## src/hw/rtl/weighted_field_substring_scorer_macros.svh

```systemverilog
// Assertion macros for the weighted field substring scorer.
// Included by the top-level scorer RTL file, which checks its own logic; no other dependencies.
`ifndef WEIGHTED_FIELD_SUBSTRING_SCORER_MACROS_SVH
`define WEIGHTED_FIELD_SUBSTRING_SCORER_MACROS_SVH

`ifndef SYNTHESIS

// Same-cycle implication, disabled while reset is asserted.
`define WFSS_ASSERT_IMPL(label, clk, rst_n, ante, cons) \
	label: assert property (@(posedge clk) disable iff (!(rst_n)) (ante) |-> (cons)) \
		else $error("wfss assertion failed");

// Next-cycle implication, disabled while reset is asserted.
`define WFSS_ASSERT_NEXT(label, clk, rst_n, ante, cons) \
	label: assert property (@(posedge clk) disable iff (!(rst_n)) (ante) |=> (cons)) \
		else $error("wfss assertion failed");

`else

`define WFSS_ASSERT_IMPL(label, clk, rst_n, ante, cons)
`define WFSS_ASSERT_NEXT(label, clk, rst_n, ante, cons)

`endif

`endif

```

## src/hw/rtl/wfss_pkg.sv

```systemverilog
// Shared types, constants and byte compare function for the substring scorer.
// Used by every RTL module of the block; depends on nothing.
package wfss_pkg;

	// Longest query that the cell row can hold.
	localparam int unsigned PATTERN_MAX = 32;
	localparam int unsigned LEN_W       = $clog2(PATTERN_MAX + 1);
	localparam int unsigned IDX_W       = $clog2(PATTERN_MAX);
	localparam int unsigned CFG_LEN_W   = 6;
	localparam int unsigned WORD_W      = 64;
	localparam int unsigned WORD_BYTES  = WORD_W / 8;
	localparam int unsigned NUM_WORDS   = 4;
	localparam int unsigned QUERY_BYTES = NUM_WORDS * WORD_BYTES;
	localparam int unsigned FIELD_W     = 2;
	localparam int unsigned FLAG_W      = 4;
	localparam int unsigned SCORE_W     = 3;
	localparam int unsigned CFG_IDX_W   = 3;

	// Byte classes for the case-folding compare.
	localparam logic [7:0] ASCII_LIMIT = 8'h80;
	localparam logic [7:0] UPPER_A     = 8'h41;
	localparam logic [7:0] UPPER_Z     = 8'h5A;
	localparam logic [7:0] CASE_OFFSET = 8'h20;

	// Field weights.
	localparam logic [SCORE_W-1:0] WEIGHT_TITLE   = 3'd3;
	localparam logic [SCORE_W-1:0] WEIGHT_TAGS    = 3'd2;
	localparam logic [SCORE_W-1:0] WEIGHT_SUMMARY = 3'd1;
	localparam logic [SCORE_W-1:0] WEIGHT_BODY    = 3'd1;

	// Configuration register indexes.
	typedef enum logic [CFG_IDX_W-1:0] {
		REG_PATTERN_WORD_0 = 3'd0,
		REG_PATTERN_WORD_1 = 3'd1,
		REG_PATTERN_WORD_2 = 3'd2,
		REG_PATTERN_WORD_3 = 3'd3,
		REG_PATTERN_LENGTH = 3'd4
	} cfg_reg_t;

	// Per-request control broadcast along the cell row.
	typedef struct packed {
		logic advance;  // a text byte enters the row
		logic clear;    // field or document ends: the window empties
	} cell_ctrl_t;

	typedef logic [PATTERN_MAX-1:0][7:0] query_t;

	// Lower-case letters A to Z; every other byte passes unchanged.
	function automatic logic [7:0] fold_byte(input logic [7:0] b);
		logic [7:0] r;
		r = b;
		if (b >= UPPER_A && b <= UPPER_Z) begin
			r = b + CASE_OFFSET;
		end
		return r;
	endfunction

	// Bytes below 0x80 compare without case; others must be identical.
	function automatic logic bytes_equal(input logic [7:0] h, input logic [7:0] n);
		logic eq;
		if (h < ASCII_LIMIT && n < ASCII_LIMIT) begin
			eq = (fold_byte(h) == fold_byte(n));
		end else begin
			eq = (h == n);
		end
		return eq;
	endfunction

	// Weighted sum of the per-field match flags.
	function automatic logic [SCORE_W-1:0] score_of(input logic [FLAG_W-1:0] f);
		logic [SCORE_W-1:0] s;
		s = '0;
		if (f[0]) s = s + WEIGHT_TITLE;
		if (f[1]) s = s + WEIGHT_TAGS;
		if (f[2]) s = s + WEIGHT_SUMMARY;
		if (f[3]) s = s + WEIGHT_BODY;
		return s;
	endfunction

endpackage

```

## src/hw/rtl/wfss_cell.sv

```systemverilog
// One cell of the match row: holds one window byte and whether that slot is filled.
// Depends on wfss_pkg.
module wfss_cell (
	input  logic                 clk,
	input  logic                 arst_n,
	input  wfss_pkg::cell_ctrl_t ctrl,
	input  logic [7:0]           byte_in,
	input  logic                 fill_in,
	input  logic [7:0]           query_byte,
	input  logic                 in_use,
	output logic [7:0]           byte_q,
	output logic                 fill_q,
	output logic                 term
);
	import wfss_pkg::*;

	// Compare the byte that this slot takes in with its aligned query byte.
	always_comb begin
		term = ~in_use | (fill_in & bytes_equal(byte_in, query_byte));
	end

	// Take the neighbor's byte on a shift; a field or document end empties the slot.
	always_ff @(posedge clk or negedge arst_n) begin
		if (!arst_n) begin
			byte_q <= '0;
			fill_q <= 1'b0;
		end else if (ctrl.clear) begin
			byte_q <= '0;
			fill_q <= 1'b0;
		end else if (ctrl.advance) begin
			byte_q <= byte_in;
			fill_q <= fill_in;
		end
	end

endmodule

```

## src/hw/rtl/wfss_chain.sv

```systemverilog
// Row of window cells; cell k holds the k-th newest byte of the current field.
// Depends on wfss_pkg and wfss_cell.
module wfss_chain (
	input  logic                     clk,
	input  logic                     arst_n,
	input  wfss_pkg::cell_ctrl_t     ctrl,
	input  logic [7:0]               text_byte,
	input  wfss_pkg::query_t         query,
	input  logic [wfss_pkg::LEN_W-1:0] act_len,
	output logic                     hit
);
	import wfss_pkg::*;

	logic [PATTERN_MAX-1:0][7:0] byte_vec;
	logic [PATTERN_MAX-1:0]      fill_vec;
	logic [PATTERN_MAX-1:0]      term_vec;

	// Each cell takes its neighbor's byte; the first cell takes the new text byte.
	// The last cell's byte leaves the window at the next shift.
	for (genvar k = 0; k < PATTERN_MAX; k++) begin : g_cell
		logic [7:0]       byte_in;
		logic             fill_in;
		logic             in_use;
		logic [IDX_W-1:0] q_idx;

		if (k == 0) begin : g_head
			assign byte_in = text_byte;
			assign fill_in = 1'b1;
		end else begin : g_body
			assign byte_in = byte_vec[k-1];
			assign fill_in = fill_vec[k-1];
		end

		// Window byte k lines up with query byte (length - 1 - k).
		assign in_use = (LEN_W'(k) < act_len);
		assign q_idx  = IDX_W'(act_len - LEN_W'(k + 1));

		wfss_cell u_cell (
			.clk        (clk),
			.arst_n     (arst_n),
			.ctrl       (ctrl),
			.byte_in    (byte_in),
			.fill_in    (fill_in),
			.query_byte (query[q_idx]),
			.in_use     (in_use),
			.byte_q     (byte_vec[k]),
			.fill_q     (fill_vec[k]),
			.term       (term_vec[k])
		);
	end

	// A full match needs every slot in use to be filled and equal; an empty query never hits.
	assign hit = ctrl.advance & (act_len != '0) & (&term_vec);

endmodule

```

## src/hw/rtl/weighted_field_substring_scorer.sv

```systemverilog
// Weighted field substring scorer: one text byte per cycle through a row of window cells,
// unless the request side stalls. The single result per document appears in the output
// register the cycle after the request that carries the document end. The request side
// stalls only while that register holds a result that the output side stalls; otherwise
// one request enters every cycle. The window keeps raw bytes, so a query written between
// requests applies to the bytes already seen in the field.
`include "weighted_field_substring_scorer_macros.svh"

module weighted_field_substring_scorer (
	input  logic                             clk,
	input  logic                             arst_n,
	// Configuration write channel.
	input  logic                             cfg_valid,
	output logic                             cfg_ready,
	input  logic [wfss_pkg::CFG_IDX_W-1:0]   cfg_index,
	input  logic [wfss_pkg::WORD_W-1:0]      cfg_data,
	// Text request channel.
	input  logic                             in_valid,
	output logic                             in_stall,
	input  logic [7:0]                       text_byte,
	input  logic                             byte_valid,
	input  logic [wfss_pkg::FIELD_W-1:0]     field_id,
	input  logic                             field_end,
	input  logic                             document_end,
	// Result channel.
	output logic                             out_valid,
	input  logic                             out_stall,
	output logic [wfss_pkg::SCORE_W-1:0]     score,
	output logic [wfss_pkg::FLAG_W-1:0]      match_flags
);
	import wfss_pkg::*;

	logic [NUM_WORDS-1:0][WORD_W-1:0] pattern_word_q;
	logic [CFG_LEN_W-1:0]             pattern_length_q;
	logic [LEN_W-1:0]                 act_len;
	query_t                           query;
	cell_ctrl_t                       ctrl;
	logic                             accept;
	logic                             hit;
	logic [FLAG_W-1:0]                found_q;
	logic [FLAG_W-1:0]                found_next;
	logic                             out_valid_q;
	logic [SCORE_W-1:0]               score_q;
	logic [FLAG_W-1:0]                flags_q;

	// Configuration registers; writes are always taken.
	assign cfg_ready = 1'b1;

	always_ff @(posedge clk or negedge arst_n) begin
		if (!arst_n) begin
			pattern_word_q   <= '0;
			pattern_length_q <= '0;
		end else if (cfg_valid && cfg_ready) begin
			case (cfg_reg_t'(cfg_index))
				REG_PATTERN_WORD_0: pattern_word_q[0] <= cfg_data;
				REG_PATTERN_WORD_1: pattern_word_q[1] <= cfg_data;
				REG_PATTERN_WORD_2: pattern_word_q[2] <= cfg_data;
				REG_PATTERN_WORD_3: pattern_word_q[3] <= cfg_data;
				REG_PATTERN_LENGTH: pattern_length_q <= cfg_data[CFG_LEN_W-1:0];
				default: ;
			endcase
		end
	end

	// Query bytes in cell order; bytes beyond the pattern words read as zero.
	for (genvar k = 0; k < PATTERN_MAX; k++) begin : g_query
		if (k < QUERY_BYTES) begin : g_word
			assign query[k] = pattern_word_q[k / WORD_BYTES][(k % WORD_BYTES) * 8 +: 8];
		end else begin : g_zero
			assign query[k] = 8'h00;
		end
	end

	// A length above the row size behaves as the full row.
	always_comb begin
		if (int'(pattern_length_q) > PATTERN_MAX) begin
			act_len = LEN_W'(PATTERN_MAX);
		end else begin
			act_len = LEN_W'(pattern_length_q);
		end
	end

	// Request handshake and the control broadcast to the cells.
	assign in_stall     = out_valid_q & out_stall;
	assign accept       = in_valid & ~in_stall;
	assign ctrl.advance = accept & byte_valid;
	assign ctrl.clear   = accept & (field_end | document_end);

	wfss_chain u_chain (
		.clk       (clk),
		.arst_n    (arst_n),
		.ctrl      (ctrl),
		.text_byte (text_byte),
		.query     (query),
		.act_len   (act_len),
		.hit       (hit)
	);

	// A full match is credited to the field of the byte that completes it.
	always_comb begin
		found_next = found_q;
		if (hit) begin
			found_next = found_q | (FLAG_W'(1) << field_id);
		end
	end

	always_ff @(posedge clk or negedge arst_n) begin
		if (!arst_n) begin
			found_q <= '0;
		end else if (accept) begin
			if (document_end) begin
				found_q <= '0;
			end else begin
				found_q <= found_next;
			end
		end
	end

	// Output register: loads at a document end, empties when the result is taken.
	always_ff @(posedge clk or negedge arst_n) begin
		if (!arst_n) begin
			out_valid_q <= 1'b0;
		end else if (accept && document_end) begin
			out_valid_q <= 1'b1;
		end else if (!out_stall) begin
			out_valid_q <= 1'b0;
		end
	end

	always_ff @(posedge clk) begin
		if (accept && document_end) begin
			score_q <= score_of(found_next);
			flags_q <= found_next;
		end
	end

	assign out_valid   = out_valid_q;
	assign score       = score_q;
	assign match_flags = flags_q;

	// A document end always leaves its result, built from this document's flags.
	`WFSS_ASSERT_NEXT(a_doc_result, clk, arst_n, accept && document_end, out_valid_q && flags_q == $past(found_next))
	// The flag set starts empty for the next document.
	`WFSS_ASSERT_NEXT(a_doc_clears, clk, arst_n, accept && document_end, found_q == '0)
	// An empty query never reports a match.
	`WFSS_ASSERT_IMPL(a_empty_query, clk, arst_n, accept && act_len == '0, !hit)
	// Requests stall only behind a held result.
	`WFSS_ASSERT_IMPL(a_stall_cause, clk, arst_n, in_stall, out_valid_q && out_stall)

endmodule

```

## config.mk

```make
export PLATFORM = sky130hd
export DESIGN_NAME = weighted_field_substring_scorer
export DESIGN_NICKNAME = d
export VERILOG_FILES = /design/src/hw/rtl/wfss_pkg.sv /design/src/hw/rtl/wfss_cell.sv /design/src/hw/rtl/wfss_chain.sv /design/src/hw/rtl/weighted_field_substring_scorer.sv
export VERILOG_INCLUDE_DIRS = /design/src /design/src/hw/rtl
export SDC_FILE = /design/constraint.sdc
export NUM_CORES = 2
export LEC_CHECK = 0
export ABC_AREA = 1
export BUFFER_PORTS_ARGS = -buffer_cell sky130_fd_sc_hd__clkbuf_2
export CORE_ASPECT_RATIO = 2
export CORE_MARGIN = 2
export CORE_UTILIZATION = 55
export CTS_CLUSTER_SIZE = 14
export DETAILED_ROUTE_END_ITERATION = 7
export PLACE_DENSITY = 0.71
export SLEW_MARGIN = 20
export SYNTH_ARGS = -nofsm -noshare
export SYNTH_HDL_FRONTEND = slang
export SYNTH_HIERARCHICAL = 1
export SYNTH_SLANG_ARGS = --single-unit
```

## constraint.sdc

```tcl
create_clock -name clk -period 9.21 [get_ports clk]
set_clock_uncertainty 0.15 [all_clocks]
set_input_delay 1.3815 -clock clk [delete_from_list [all_inputs] [get_ports clk]]
set_output_delay 1.3815 -clock clk [all_outputs]
set_load 0.01 [all_outputs]
```

==> results of run 1 <==
metal layers:
metal	overflow	global-route usage [%]
met1	0	61.6
met2	76	91.0
met3	0	38.3
met4	65	72.0
met5	0	8.34
stage by stage:
| stage | instance area [um^2] | util, % | hold WS (ps) |
|---|---|---|---|
| CTS | 56500 | 58.7 | 365 |
| floorplan | 53400 | - | 303 |
| global placement | 54600 | 56.7 | 325 |
| detailed placement | 54600 | 56.7 | 350 |
==> flow_summary.json, run 1 <==
{
  "grt.overflow.total": 141,
  "routabilityCongestion": 1.26,
  "post_cts.repair.setup_buffers": 0,
  "grt_pass1_vias": 67600,
  "syn_nets": 8778,
  "cts_resized": 0,
  "synthesis.area_um2": 53400,
  "tool.error": "[ERROR GRT-0116] Global routing finished with congestion. Check the congestion regions in the DRC Viewer.",
  "htree_levels": 2,
  "port_buffers": 93,
  "cts_buffers": 56,
  "haltStage": "global routing (5_1_grt)",
  "dieHeight_um": 445,
  "status": "aborted with a tool error",
  "clockBufferDepth": 3,
  "die_w_um": 224,
  "grt_use_total_pct": 64.9,
  "place_inst": 9571,
  "cts-root-buf": "clkbuf_16",
  "synthCells": 8515,
  "grt_pass1_wl_mm": 473,
  "place_hpwl_mm": 232,
  "yosysWarnings": 6,
  "cts_hold_buf": 0,
  "row_count": 161,
  "io_pins": 95,
  "grt_max_degree": 165,
  "dp_slack_ps": 1170,
  "start_util_pct": 55.5,
  "avgSynthCellArea_um2": 6.27
}
==> run 2, diff against run 1 <==
- CORE_ASPECT_RATIO: 2 -> not set
- CORE_UTILIZATION: 55 -> 40
- CTS_CLUSTER_SIZE: 14 -> not set
- PLACE_DENSITY: 0.71 -> not set
- PLACE_DENSITY_LB_ADDON: not set -> 0.15
==> flow_summary.json, run 2 <==
{
  "vias_per_cell": 5.91,
  "start_util_pct": 40.2,
  "p_sw_share_pct": 61.6,
  "path_max_fanout": 70,
  "synthesis.area_um2": 53400,
  "io_pins": 95,
  "clock_sinks": 553,
  "post_cts.repair.setup_buffers": 0,
  "cp.depth": 39,
  "rsz0062_at_grt": "no",
  "fin_crit_sh_pct": 87.6,
  "port_buffers": 93,
  "drtIter0Drc": 8506,
  "intPower_uw": 8100,
  "final_cell_mix": "nand3_1 (2,380), nand2_1 (2,243), inv_1 (910), dfrtp_1 (546), nor2_1 (399)",
  "end_kind": "flip-flop",
  "ir_drop_v": 0.000325,
  "htree_levels": 3,
  "die-area_um2": 136000,
  "tightest_slew_ps": 1070,
  "status": "finished, final reports clean",
  "r2r-start": "pattern_length_q[5]",
  "arrival_ps": 8370,
  "p_seq_share_pct": 14.2,
  "rr_worst_depth": 39,
  "yosysWarnings": 6,
  "fin_area_um2": 57800,
  "cpMostUsedCell": "nand2_1",
  "cts_buffers": 70,
  "critPathLaunch": "pattern_length_q[5]",
  "multi_input_area_um2": 34300,
  "grt_pass1_wl_mm": 397,
  "coreArea_um2": 133000,
  "cts_resized": 0,
  "fillCellCount": 14100,
  "timing.fmax_ghz": 0.124,
  "row_count": 134,
  "grt_use_total_pct": 40.1,
  "reg_top3": "pattern_word_q (256), u_chain/g_cell.u_cell/byte_q (248), u_chain/g_cell.u_cell/fill_q (31)",
  "fin_tns_setup_ps": 0,
  "final_common_cell": "nand3_1",
  "area_delta_synth_final_pct": 8.22,
  "slew_violations": 0,
  "cts_hold_buf": 0,
  "drive_above_1_share_pct": 10.4,
  "postPlaceCellArea_um2": 55400,
  "place_hpwl_mm": 223,
  "synthCells": 8515,
  "critPathMaxStageDelay_ps": 770,
  "grt_pass1_vias": 55200,
  "comb_power_share_pct": 72.2,
  "dieHeight_um": 369,
  "drcViolationCount": 0,
  "ant_nets": 0,
  "cp.required_ps": 9520,
  "cap_violations": 0,
  "power_uw": 21100,
  "start_kind": "flip-flop",
  "max-slew-margin-rel_pct": 28.5,
  "cp.buffers_inverters": 5,
  "power_switching_uw": 13000,
  "avgSynthCellArea_um2": 6.27,
  "die_w_um": 369,
  "clockBufferDepth": 3,
  "layout.nets": 8705,
  "antenna_found_initial": 11,
  "via_count": 60700,
  "wl_mm": 277,
  "power_density_nw_per_um2": 365,
  "grt.overflow.total": 0,
  "regMostFlops": "pattern_word_q",
  "cts-root-buf": "clkbuf_16",
  "largest_reg_flops": 256,
  "r2r_setup_slack_ps": 1150,
  "critPathSlowestCell": "dfrtp_1",
  "endpoint": "score[2]",
  "first_pass_iters": 8,
  "grt_max_degree": 146,
  "crit_type": "reg -> reg",
  "p_leak_uw": 0.0271,
  "p_clk_share_pct": 13.7,
  "syn_nets": 8778,
  "hold_violations": 0,
  "reg2reg_to": "score[2]",
  "hold_path_class": "reg -> reg",
  "routabilityCongestion": 1.09,
  "post_drt_wl_per_cell_um": 27.0,
  "setup_viol": 0,
  "cpLargestDelayFamily": "simple AND/OR/NAND/NOR gates",
  "cts_tree": "done",
  "path_clk_slew_ps": 60,
  "seq_area_um2": 13900,
  "period_needed_ps": 8060,
  "postLayoutCoreUtil_pct": 43.5,
  "insertion_delay_ps": 700
}
[run 2: how the worst min path moves through the flow]
stage | startpoint | cells past startpoint | end | slack, ps
6_report | pattern_length_q[1] | 2 | pattern_length_q[1] | 340
4_1_cts | pattern_length_q[1] | 2 | pattern_length_q[1] | 340
3_3_place_gp | pattern_length_q[1] | 2 | pattern_length_q[1] | 320
3_5_place_dp | pattern_length_q[1] | 2 | pattern_length_q[1] | 330
5_1_grt | pattern_length_q[0] | 2 | pattern_length_q[0] | 370
2_1_floorplan | pattern_length_q[0] | 2 | pattern_length_q[0] | 300
[run 2: power groups by stage]
stage	Clock [uW]	Sequential (uW)	Combinational, uW
2_1_floorplan	0	2840	8910
4_1_cts	2940	2970	14600
3_3_place_gp	0	3010	14500
3_5_place_dp	0	3010	14600
5_1_grt	3020	3000	16200
6_report	2880	2990	15200
[run 2: through the flow]
| step | hold WS [ps] | setup WS [ps] | std cells |
|---|---|---|---|
| final | 341 | 1150 | 10300 |
| after global routing | 367 | 813 | 10300 |
| after CTS | 342 | 1430 | 10300 |
| after detailed placement | 327 | 1440 | 10100 |
| after global placement | 323 | 1300 | 10100 |
| after floorplan | 303 | 2760 | 8515 |
[run 2: metal layers]
layer | routed length, um | GRT usage, % | part of all wire (%) | up-vias
met1 | 112000 | 51.9 | 40 | 28800
met3 | 29100 | 10.9 | 10 | 670
met2 | 112000 | 57.8 | 41 | 3074
met5 | 28 | 0 | 0.010 | -
li1 | - | - | - | 28100
met4 | 23600 | 27.7 | 8.5 | 4
[run 2: layout make-up]
class / count / area share, %
clock inverter: 31 / 0.680
inverter: 964 / 6.29
timing repair buffer: 198 / 2.34
antenna: 6 / 0.0260
multi-input combinational: 6655 / 59.4
clock buffer: 92 / 3.42
sequential: 553 / 24.0
tap: 1768 / 3.83
[run 2: worst min-delay path: cells and delay by family (launching register included)]
| family | cells | cell delay [ps] |
|---|---|---|
| AO/OA/AOI/OAI | 1 | 60 |
| flip-flops | 1 | 350 |
| AND/OR/NAND/NOR | 1 | 50 |
Power figures use the tool's default switching activity.
